File: src/rtl/pfa_pkg.sv
package pfa_pkg;

  localparam int NumPagesDefault  = 512;
  localparam int PageShiftDefault = 12;

  localparam int ROW_W         = 32;
  localparam int ROW_IDX_W     = 5;
  localparam int CFG_W         = 10;
  localparam int OWNER_W       = 8;
  localparam int RESULT_ADDR_W = 21;

  localparam logic [CFG_W-1:0] USER_START_RESET = 10'd256;

  localparam logic [1:0] CMD_ALLOC_AT   = 2'd0;
  localparam logic [1:0] CMD_FIRST_FREE = 2'd1;
  localparam logic [1:0] CMD_USER_FREE  = 2'd2;
  localparam logic [1:0] CMD_QUERY      = 2'd3;

  localparam logic [2:0] STAT_OK         = 3'd0;
  localparam logic [2:0] STAT_MISALIGNED = 3'd1;
  localparam logic [2:0] STAT_RANGE      = 3'd2;
  localparam logic [2:0] STAT_USED       = 3'd3;
  localparam logic [2:0] STAT_NONE_FREE  = 3'd4;

  typedef struct packed {
    logic [1:0]                command;
    logic [31:0]               page_addr;
    logic signed [OWNER_W-1:0] owner;
  } pfa_in_t;

  typedef struct packed {
    logic [2:0]                status;
    logic [RESULT_ADDR_W-1:0]  result_addr;
    logic signed [OWNER_W-1:0] page_owner;
    logic                      page_in_use;
  } pfa_out_t;

endpackage

File: src/rtl/physical_page_frame_allocator_unit.sv
// First-fit page frame allocator. In-use flags are held as 32-page rows in one memory and
// owner tags in a second memory, one entry per page. After reset a clearing pass writes one
// flag row per cycle, during which no item is accepted. An item with a misaligned or
// out-of-range address, or a search whose start lies past the last page, is answered from the
// idle state without a memory read. Other allocate-at and query items read both memories and
// are answered from the look state; a first-free or user-free search reads one flag row per
// step in the scan state, from its start row to the last row at most, since the flag memory
// delivers one row per cycle. One item is in work at a time; a finished result waits in the
// output register while the next item is accepted. A result that is ready while the output
// register is still full is held, and no item is accepted until the output register takes it.
module physical_page_frame_allocator_unit #(
  parameter int NUM_PAGES  = pfa_pkg::NumPagesDefault,
  parameter int PAGE_SHIFT = pfa_pkg::PageShiftDefault
) (
  input  logic                     clk_i,
  input  logic                     rst_ni,
  input  logic                     in_valid_i,
  output logic                     in_ready_o,
  input  pfa_pkg::pfa_in_t         in_data_i,
  output logic                     out_valid_o,
  input  logic                     out_ready_i,
  output pfa_pkg::pfa_out_t        out_data_o,
  input  logic                     cfg_valid_i,
  output logic                     cfg_ready_o,
  input  logic [pfa_pkg::CFG_W-1:0] cfg_data_i
);
  import pfa_pkg::*;

  localparam int NUM_ROWS  = (NUM_PAGES + ROW_W - 1) / ROW_W;
  localparam int ROW_AW    = (NUM_ROWS > 1) ? $clog2(NUM_ROWS) : 1;
  localparam int PNX_W     = ROW_AW + ROW_IDX_W;
  localparam int PN_W      = $clog2(NUM_PAGES);
  localparam int LAST_BITS = NUM_PAGES - (NUM_ROWS - 1) * ROW_W;
  localparam logic [ROW_W-1:0] LAST_MASK = ROW_W'((64'd1 << LAST_BITS) - 64'd1);
  localparam logic [ROW_AW-1:0] LAST_ROW = ROW_AW'(NUM_ROWS - 1);
  localparam logic [32:0] MEM_SIZE = 33'(NUM_PAGES) << PAGE_SHIFT;

  localparam logic [2:0] S_CLEAR = 3'd0;
  localparam logic [2:0] S_IDLE  = 3'd1;
  localparam logic [2:0] S_LOOK  = 3'd2;
  localparam logic [2:0] S_SCAN  = 3'd3;
  localparam logic [2:0] S_DONE  = 3'd4;

  function automatic logic [RESULT_ADDR_W-1:0] page_to_addr(logic [PNX_W-1:0] pn);
    logic [PNX_W+PAGE_SHIFT-1:0] w;
    w = {pn, {PAGE_SHIFT{1'b0}}};
    return RESULT_ADDR_W'(w);
  endfunction

  logic [2:0]                state_q, state_d;
  logic [ROW_AW-1:0]         clr_q, clr_d;
  logic [1:0]                cmd_q, cmd_d;
  logic signed [OWNER_W-1:0] owner_q, owner_d;
  logic [PNX_W-1:0]          pn_q, pn_d;
  logic [ROW_AW-1:0]         row_q, row_d;
  logic [ROW_W-1:0]          mask_q, mask_d;
  pfa_out_t                  res_q, res_d;
  logic [CFG_W-1:0]          user_start_q;
  logic                      out_valid_q, out_valid_d;
  pfa_out_t                  out_q, out_d;

  logic                      flag_we, flag_re;
  logic [ROW_AW-1:0]         flag_waddr, flag_raddr;
  logic [ROW_W-1:0]          flag_wdata, flag_rdata;
  logic                      own_we, own_re;
  logic [PN_W-1:0]           own_waddr, own_raddr;
  logic [OWNER_W-1:0]        own_rdata;

  logic                      slot_free, accept;
  logic                      emit, load;
  pfa_out_t                  emit_res;
  logic                      misaligned, out_range, start_ok;
  logic [31:0]               pn_wide;
  logic [PNX_W-1:0]          pn_x, start_x, pn_s;
  logic [CFG_W-1:0]          start;
  logic [ROW_W-1:0]          free_bits;
  logic                      found;
  logic [ROW_IDX_W-1:0]      found_idx;
  logic                      look_bit;

  pfa_ram #(
    .WIDTH (ROW_W),
    .DEPTH (NUM_ROWS),
    .AW    (ROW_AW)
  ) u_flag_ram (
    .clk_i   (clk_i),
    .we_i    (flag_we),
    .waddr_i (flag_waddr),
    .wdata_i (flag_wdata),
    .re_i    (flag_re),
    .raddr_i (flag_raddr),
    .rdata_o (flag_rdata)
  );

  pfa_ram #(
    .WIDTH (OWNER_W),
    .DEPTH (NUM_PAGES),
    .AW    (PN_W)
  ) u_owner_ram (
    .clk_i   (clk_i),
    .we_i    (own_we),
    .waddr_i (own_waddr),
    .wdata_i (owner_q),
    .re_i    (own_re),
    .raddr_i (own_raddr),
    .rdata_o (own_rdata)
  );

  assign free_bits = ~flag_rdata & mask_q & ((row_q == LAST_ROW) ? LAST_MASK : '1);

  pfa_find u_find (
    .free_i  (free_bits),
    .found_o (found),
    .idx_o   (found_idx)
  );

  assign cfg_ready_o = 1'b1;
  assign in_ready_o  = (state_q == S_IDLE);
  assign accept      = in_valid_i && in_ready_o;
  assign slot_free   = !out_valid_q || out_ready_i;

  assign misaligned = (in_data_i.page_addr[PAGE_SHIFT-1:0] != '0);
  assign out_range  = ({1'b0, in_data_i.page_addr} >= MEM_SIZE);
  assign pn_wide    = in_data_i.page_addr >> PAGE_SHIFT;
  assign pn_x       = PNX_W'(pn_wide);
  assign start      = (in_data_i.command == CMD_FIRST_FREE) ? '0 : user_start_q;
  assign start_ok   = (32'(start) < 32'(NUM_PAGES));
  assign start_x    = PNX_W'(start);
  assign pn_s       = {row_q, found_idx};
  assign look_bit   = flag_rdata[pn_q[ROW_IDX_W-1:0]];

  always_comb begin
    state_d    = state_q;
    clr_d      = clr_q;
    cmd_d      = cmd_q;
    owner_d    = owner_q;
    pn_d       = pn_q;
    row_d      = row_q;
    mask_d     = mask_q;
    res_d      = res_q;
    flag_we    = 1'b0;
    flag_waddr = row_q;
    flag_wdata = '0;
    flag_re    = 1'b0;
    flag_raddr = row_q;
    own_we     = 1'b0;
    own_waddr  = pn_q[PN_W-1:0];
    own_re     = 1'b0;
    own_raddr  = pn_x[PN_W-1:0];
    emit       = 1'b0;
    emit_res   = '0;

    unique case (state_q)
      S_CLEAR: begin
        flag_we    = 1'b1;
        flag_waddr = clr_q;
        clr_d      = clr_q + ROW_AW'(1);
        if (clr_q == LAST_ROW) begin
          state_d = S_IDLE;
        end
      end
      S_IDLE: begin
        if (accept) begin
          cmd_d   = in_data_i.command;
          owner_d = in_data_i.owner;
          if (in_data_i.command == CMD_ALLOC_AT || in_data_i.command == CMD_QUERY) begin
            if (misaligned) begin
              emit            = 1'b1;
              emit_res.status = STAT_MISALIGNED;
            end else if (out_range) begin
              emit            = 1'b1;
              emit_res.status = STAT_RANGE;
            end else begin
              pn_d       = pn_x;
              flag_re    = 1'b1;
              flag_raddr = pn_x[PNX_W-1:ROW_IDX_W];
              own_re     = 1'b1;
              state_d    = S_LOOK;
            end
          end else if (!start_ok) begin
            emit            = 1'b1;
            emit_res.status = STAT_NONE_FREE;
          end else begin
            row_d      = start_x[PNX_W-1:ROW_IDX_W];
            mask_d     = {ROW_W{1'b1}} << start_x[ROW_IDX_W-1:0];
            flag_re    = 1'b1;
            flag_raddr = start_x[PNX_W-1:ROW_IDX_W];
            state_d    = S_SCAN;
          end
        end
      end
      S_LOOK: begin
        emit                 = 1'b1;
        emit_res.result_addr = page_to_addr(pn_q);
        state_d              = S_IDLE;
        if (cmd_q == CMD_QUERY) begin
          emit_res.status      = STAT_OK;
          emit_res.page_owner  = look_bit ? own_rdata : '0;
          emit_res.page_in_use = look_bit;
        end else if (look_bit) begin
          emit_res.status      = STAT_USED;
          emit_res.page_owner  = own_rdata;
          emit_res.page_in_use = 1'b1;
        end else begin
          flag_we              = 1'b1;
          flag_waddr           = pn_q[PNX_W-1:ROW_IDX_W];
          flag_wdata           = flag_rdata | (ROW_W'(1) << pn_q[ROW_IDX_W-1:0]);
          own_we               = 1'b1;
          own_waddr            = pn_q[PN_W-1:0];
          emit_res.status      = STAT_OK;
          emit_res.page_owner  = owner_q;
          emit_res.page_in_use = 1'b1;
        end
      end
      S_SCAN: begin
        if (found) begin
          flag_we              = 1'b1;
          flag_waddr           = row_q;
          flag_wdata           = flag_rdata | (ROW_W'(1) << found_idx);
          own_we               = 1'b1;
          own_waddr            = pn_s[PN_W-1:0];
          emit                 = 1'b1;
          emit_res.status      = STAT_OK;
          emit_res.result_addr = page_to_addr(pn_s);
          emit_res.page_owner  = owner_q;
          emit_res.page_in_use = 1'b1;
          state_d              = S_IDLE;
        end else if (row_q == LAST_ROW) begin
          emit            = 1'b1;
          emit_res.status = STAT_NONE_FREE;
          state_d         = S_IDLE;
        end else begin
          row_d      = row_q + ROW_AW'(1);
          mask_d     = '1;
          flag_re    = 1'b1;
          flag_raddr = row_q + ROW_AW'(1);
        end
      end
      S_DONE: begin
        if (slot_free) begin
          state_d = S_IDLE;
        end
      end
      default: begin
        state_d = S_IDLE;
      end
    endcase

    if (emit && !slot_free) begin
      res_d   = emit_res;
      state_d = S_DONE;
    end
  end

  assign load = slot_free && (emit || (state_q == S_DONE));

  always_comb begin
    out_valid_d = out_valid_q && !out_ready_i;
    out_d       = out_q;
    if (load) begin
      out_valid_d = 1'b1;
      out_d       = (state_q == S_DONE) ? res_q : emit_res;
    end
  end

  always_ff @(posedge clk_i or negedge rst_ni) begin
    if (!rst_ni) begin
      state_q      <= S_CLEAR;
      clr_q        <= '0;
      out_valid_q  <= 1'b0;
      user_start_q <= USER_START_RESET;
    end else begin
      state_q     <= state_d;
      clr_q       <= clr_d;
      out_valid_q <= out_valid_d;
      if (cfg_valid_i && cfg_ready_o) begin
        user_start_q <= cfg_data_i;
      end
    end
  end

  always_ff @(posedge clk_i) begin
    cmd_q   <= cmd_d;
    owner_q <= owner_d;
    pn_q    <= pn_d;
    row_q   <= row_d;
    mask_q  <= mask_d;
    res_q   <= res_d;
    out_q   <= out_d;
  end

  assign out_valid_o = out_valid_q;
  assign out_data_o  = out_q;

endmodule

File: src/rtl/pfa_ram.sv
module pfa_ram #(
  parameter int WIDTH = 8,
  parameter int DEPTH = 512,
  parameter int AW    = 9
) (
  input  logic             clk_i,
  input  logic             we_i,
  input  logic [AW-1:0]    waddr_i,
  input  logic [WIDTH-1:0] wdata_i,
  input  logic             re_i,
  input  logic [AW-1:0]    raddr_i,
  output logic [WIDTH-1:0] rdata_o
);

  logic [WIDTH-1:0] mem [DEPTH];
  logic [WIDTH-1:0] rdata_q;

  always_ff @(posedge clk_i) begin
    if (we_i) begin
      mem[waddr_i] <= wdata_i;
    end
    if (re_i) begin
      rdata_q <= mem[raddr_i];
    end
  end

  assign rdata_o = rdata_q;

endmodule

File: src/rtl/pfa_find.sv
module pfa_find (
  input  logic [pfa_pkg::ROW_W-1:0]     free_i,
  output logic                          found_o,
  output logic [pfa_pkg::ROW_IDX_W-1:0] idx_o
);
  import pfa_pkg::*;

  always_comb begin
    idx_o = '0;
    for (int i = ROW_W - 1; i >= 0; i--) begin
      if (free_i[i]) begin
        idx_o = ROW_IDX_W'(i);
      end
    end
  end

  assign found_o = |free_i;

endmodule

File: config.mk
export PLATFORM = sky130hd
export DESIGN_NAME = physical_page_frame_allocator_unit
export DESIGN_NICKNAME = d
export VERILOG_FILES = /design/src/rtl/pfa_pkg.sv /design/src/rtl/physical_page_frame_allocator_unit.sv /design/src/rtl/pfa_ram.sv /design/src/rtl/pfa_find.sv
export SDC_FILE = /design/constraint.sdc
export NUM_CORES = 2
export LEC_CHECK = 0
export BUFFER_PORTS_ARGS = -buffer_cell sky130_fd_sc_hd__buf_2
export CORE_ASPECT_RATIO = 2
export CORE_MARGIN = 4
export CORE_UTILIZATION = 46
export CTS_CLUSTER_SIZE = 28
export DETAILED_ROUTE_END_ITERATION = 12
export GPL_TIMING_DRIVEN = 0
export PLACE_DENSITY = 0.72
export SLEW_MARGIN = 20
export SYNTH_ARGS = -nofsm -noshare
export SYNTH_HDL_FRONTEND = slang
export SYNTH_MEMORY_MAX_BITS = 65536
export SYNTH_SLANG_ARGS = --single-unit
File: constraint.sdc
create_clock -name clk_i -period 7.24 [get_ports clk_i]
set_input_delay 1.448 -clock clk_i [delete_from_list [all_inputs] [get_ports clk_i]]
set_output_delay 1.448 -clock clk_i [all_outputs]
set_load 0.02 [all_outputs]
==> summary.md <==
| Metric | Value |
|---|---|
| Global-route wire length before repair | `slightly above 800000 um` |
| Pin count of the biggest net entering global routing | `31` |
| Via Count | `97530` |
| Required @ worst endpoint | `about 7.9 ns` |
| CP Class | `in2reg` |
| Total power | `between 60 and 70 mW` |
| Worst-Skew Late Latency | `~0.99 ns` |
| Synthesized area per cell | `21.60 um2` |
| Commonest non-fill, non-tap cell in the layout | `edfxtp_1` |
| Crit path capture type | `register` |
| HPWL after DPL | `426000 um` |
| Drt first pass iters | `7` |
| Post-CTS Setup Repair Bufs | `0` |
| Maximum vdd drop | `between 0.2 and 0.25 mV` |
| Die area | `415300 um2` |
| Data arrival, critical path | `7.74 ns` |
| Final net count | `approximately 9500` |
| Crit-path leading delay family | `buffers and inverters` |
| Max-Cap Viols | `0` |
| Ys Warns | `0` |
| Slowest stage delay, CP | `0.98 ns` |
| Seq/Total Area, Yosys | `76.82%` |
| Final GP Congestion | `1.006` |
| Final Max Slew Viols | `0` |
| WL final | `586300 um` |
| H-tree depth | `5` |
| Tot GR Track Use | `about 28%` |
| Die H | `907.4 um` |
| Slowest-stage cell, CP | `clkbuf_1` |
| Max Root-Sink Buffers | `4` |
| CTS tree | `yes` |
| Setup total negative slack | `0 ns` |
| WL/cell | `a little under 40 um` |
| CTS root buf | `clkbuf_16` |
| Residual DRC | `0` |
| I/O pin count | `just over 90` |
| Final Hold Viols | `0` |
| Setup violators final | `0` |
| Fmax | `141.0 MHz` |
| Layout area overhead | `14.38%` |
| Critical-path cell list | `buf_2 > buf_2 > clkbuf_1 > buf_2 > buf_1 > mux4_2 > mux4_2 > mux4_2 > mux2i_1 > nor2_1 > a21oi_1 > a21oi_1` |
| FF-to-FF path depth | `11` |
| Met1 Usage GRT | `26.60%` |
| Clock sink count | `about 4800` |
| Grt total ovfl | `0` |
| Lkg Pwr | `between 60 and 70 nW` |
| Relative slew slack | `around 10%` |
| Met3 usage | `between 6 and 7%` |
| Number of global-route vias before repair | `approximately 100k` |
| Met2 usage | `slightly below 50%` |
| Power Density | `slightly below 300 nW/um2` |
| CP Max Fanout | `10` |
| Top_reg_cell synth | `edfxtp_1` |
| Core Region | `roughly 400000 um2` |
| Worst Hold Class | `in2async` |
| Layout cells sized above 1 | `between 30 and 40%` |
| Post-synth cell types | `70` |
| Post-synth ARST share | `less than 1%` |
| Via/cell ratio | `between 6 and 7` |
| RSZ-0062 raised after global routing | `no` |
| Mapped cell area | `approximately 190000 um2` |
| EDFF count, synth | `about 4700` |
| TritonCTS Buffers | `~370` |
| Clock Skews | `around 0.077 ns` |
| Worst Path Buf+Inv | `5` |
| Worst r2r dst | `u_owner_ram.mem[78][2]$_DFFE_PP_` |
| Status | `finished clean` |
| Rows | `between 300 and 400` |
| Flops & latches, synth | `~4800` |
| Post-synthesis cell count | `between 8000 and 9000` |
| Crit start category | `primary input` |
| R2R Path Start | `u_flag_ram.rdata_o[28]$_DFFE_PP_` |
| Initial Utilization | `46.12%` |
| Quantity of I/O buffers inserted on ports | `78` |
| Actual slew at the worst max-slew pin | `1.343 ns` |
| Clock slew at reported path FFs | `around 0.070 ns` |
| Drt initial violations | `13743` |
| Hold_buf cts | `0` |
| ANT nets after route | `0` |
| Most used routing layer | `met2` |
| Most frequent cells in the layout | `edfxtp_1 (4744), mux4_2 (1354), nand2_1 (425)` |
| Final Cycle Share | `a little over nine tenths` |
| Tmin final | `approximately 7.1 ns` |
| Setup slack, reg-to-reg | `around 0.46 ns` |
| Post-CTS sizing | `0` |
| Die X-Extent | `roughly 460 um` |
| Antenna violations before repair | `37` |
## power breakdown
part	leakage (nW)	internal (mW)	switching (mW)	total (mW)
logic	17.3	3.01	7.24	10.3
registers	43.0	31.9	0.226	32.1
clock network	5.83	11.0	9.90	20.9
## final cells by class
| cell class | instances | area, um2 |
|---|---|---|
| Fill cell | 29753 | 190600 |
| Sequential cell | 4762 | 142900 |
| Multi-Input combinational cell | 3293 | 42170 |
| Clock buffer | 417 | 9520 |
| Tap cell | 5312 | 6646 |
| Timing Repair Buffer | 437 | 6417 |
| Clock inverter | 254 | 2525 |
| Buffer | 549 | 2435 |
| Antenna cell | 36 | 90.09 |
| Inverter | 20 | 75.07 |
## worst max-delay path by stage
stage | from | to | slack (ns) | depth (start not counted)
final | in_data_i[20] | u_owner_ram.rdata_o[4]$_DFFE_PP_ | 0.15 | 12
after global routing | in_data_i[20] | u_owner_ram.rdata_o[6]$_DFFE_PP_ | 0.36 | 12
after CTS | in_data_i[20] | u_owner_ram.rdata_o[0]$_DFFE_PP_ | 0.43 | 13
after detailed placement | in_data_i[20] | u_owner_ram.rdata_o[0]$_DFFE_PP_ | -0.59 | 13
after global placement | owner_q[1]$_DFFE_PP_ | u_owner_ram.mem[26][1]$_DFFE_PP_ | -8.04 | 0
after floorplan | owner_q[0]$_DFFE_PP_ | u_owner_ram.mem[0][0]$_DFFE_PP_ | -0.37 | 0
## routing by layer
metal | vias to the layer above | share of wire (%)
met5 | - | 0.022
met4 | 18 | 13
met3 | 2247 | 8.7
met2 | 7099 | 51
met1 | 50545 | 27
li1 | 37621 | -
## stage by stage
stage               hold slack (ns)  setup WS, ns  util (%)  area, um2  instances
finish                       0.4374        0.1476     52.75     212800      15080
global route                 0.4442        0.3638     52.73     212700      15045
CTS                          0.4180        0.4254     52.64     212400      15042
detailed placement           0.4993       -0.5910     49.66     200300      14371
global placement             0.4842        -8.040     47.87     193100      14014
floorplan                    0.4679       -0.3710         -     186100       8624
## synthesized netlist by cell type, drive strengths merged, types with 38 or more instances
cell / n / share of area, %
a21oi: 44 / 0.12
a22oi: 38 / 0.15
a31oi: 40 / 0.13
and3: 130 / 0.44
buf: 184 / 0.44
clkbuf: 365 / 0.74
edfxtp: 4744 / 77
mux2: 64 / 0.39
mux2i: 57 / 0.31
mux4: 1354 / 16
nand2: 428 / 0.86
nand3: 73 / 0.20
nor2: 415 / 0.85
nor3: 207 / 0.56
o21ai: 110 / 0.30
o22ai: 52 / 0.17
## kinds of logic after synthesis
group | share of synthesized area [%]
multiplexers | 17.09
flip-flops | 76.82
other | 0.004037
AO/OA/AOI/OAI | 1.394
AND/OR/NAND/NOR | 3.445
buffers and inverters | 1.217
XOR/XNOR | 0.01883
adder cells (fa/ha/maj) | 0.02018
## registers in the layout, summed over array words and instances, names as in the netlist, 2 cells and up
signal	cells
u_owner_ram.mem	4096
u_flag_ram.mem	512
u_flag_ram.rdata_o	32
mask_q	31
out_data_o	21
res_q	21
user_start_q	10
pn_q	9
owner_q	8
u_owner_ram.rdata_o	8
clr_q	4
row_q	4
state_q	3
cmd_q	2
Power figures use the tool's default switching activity.
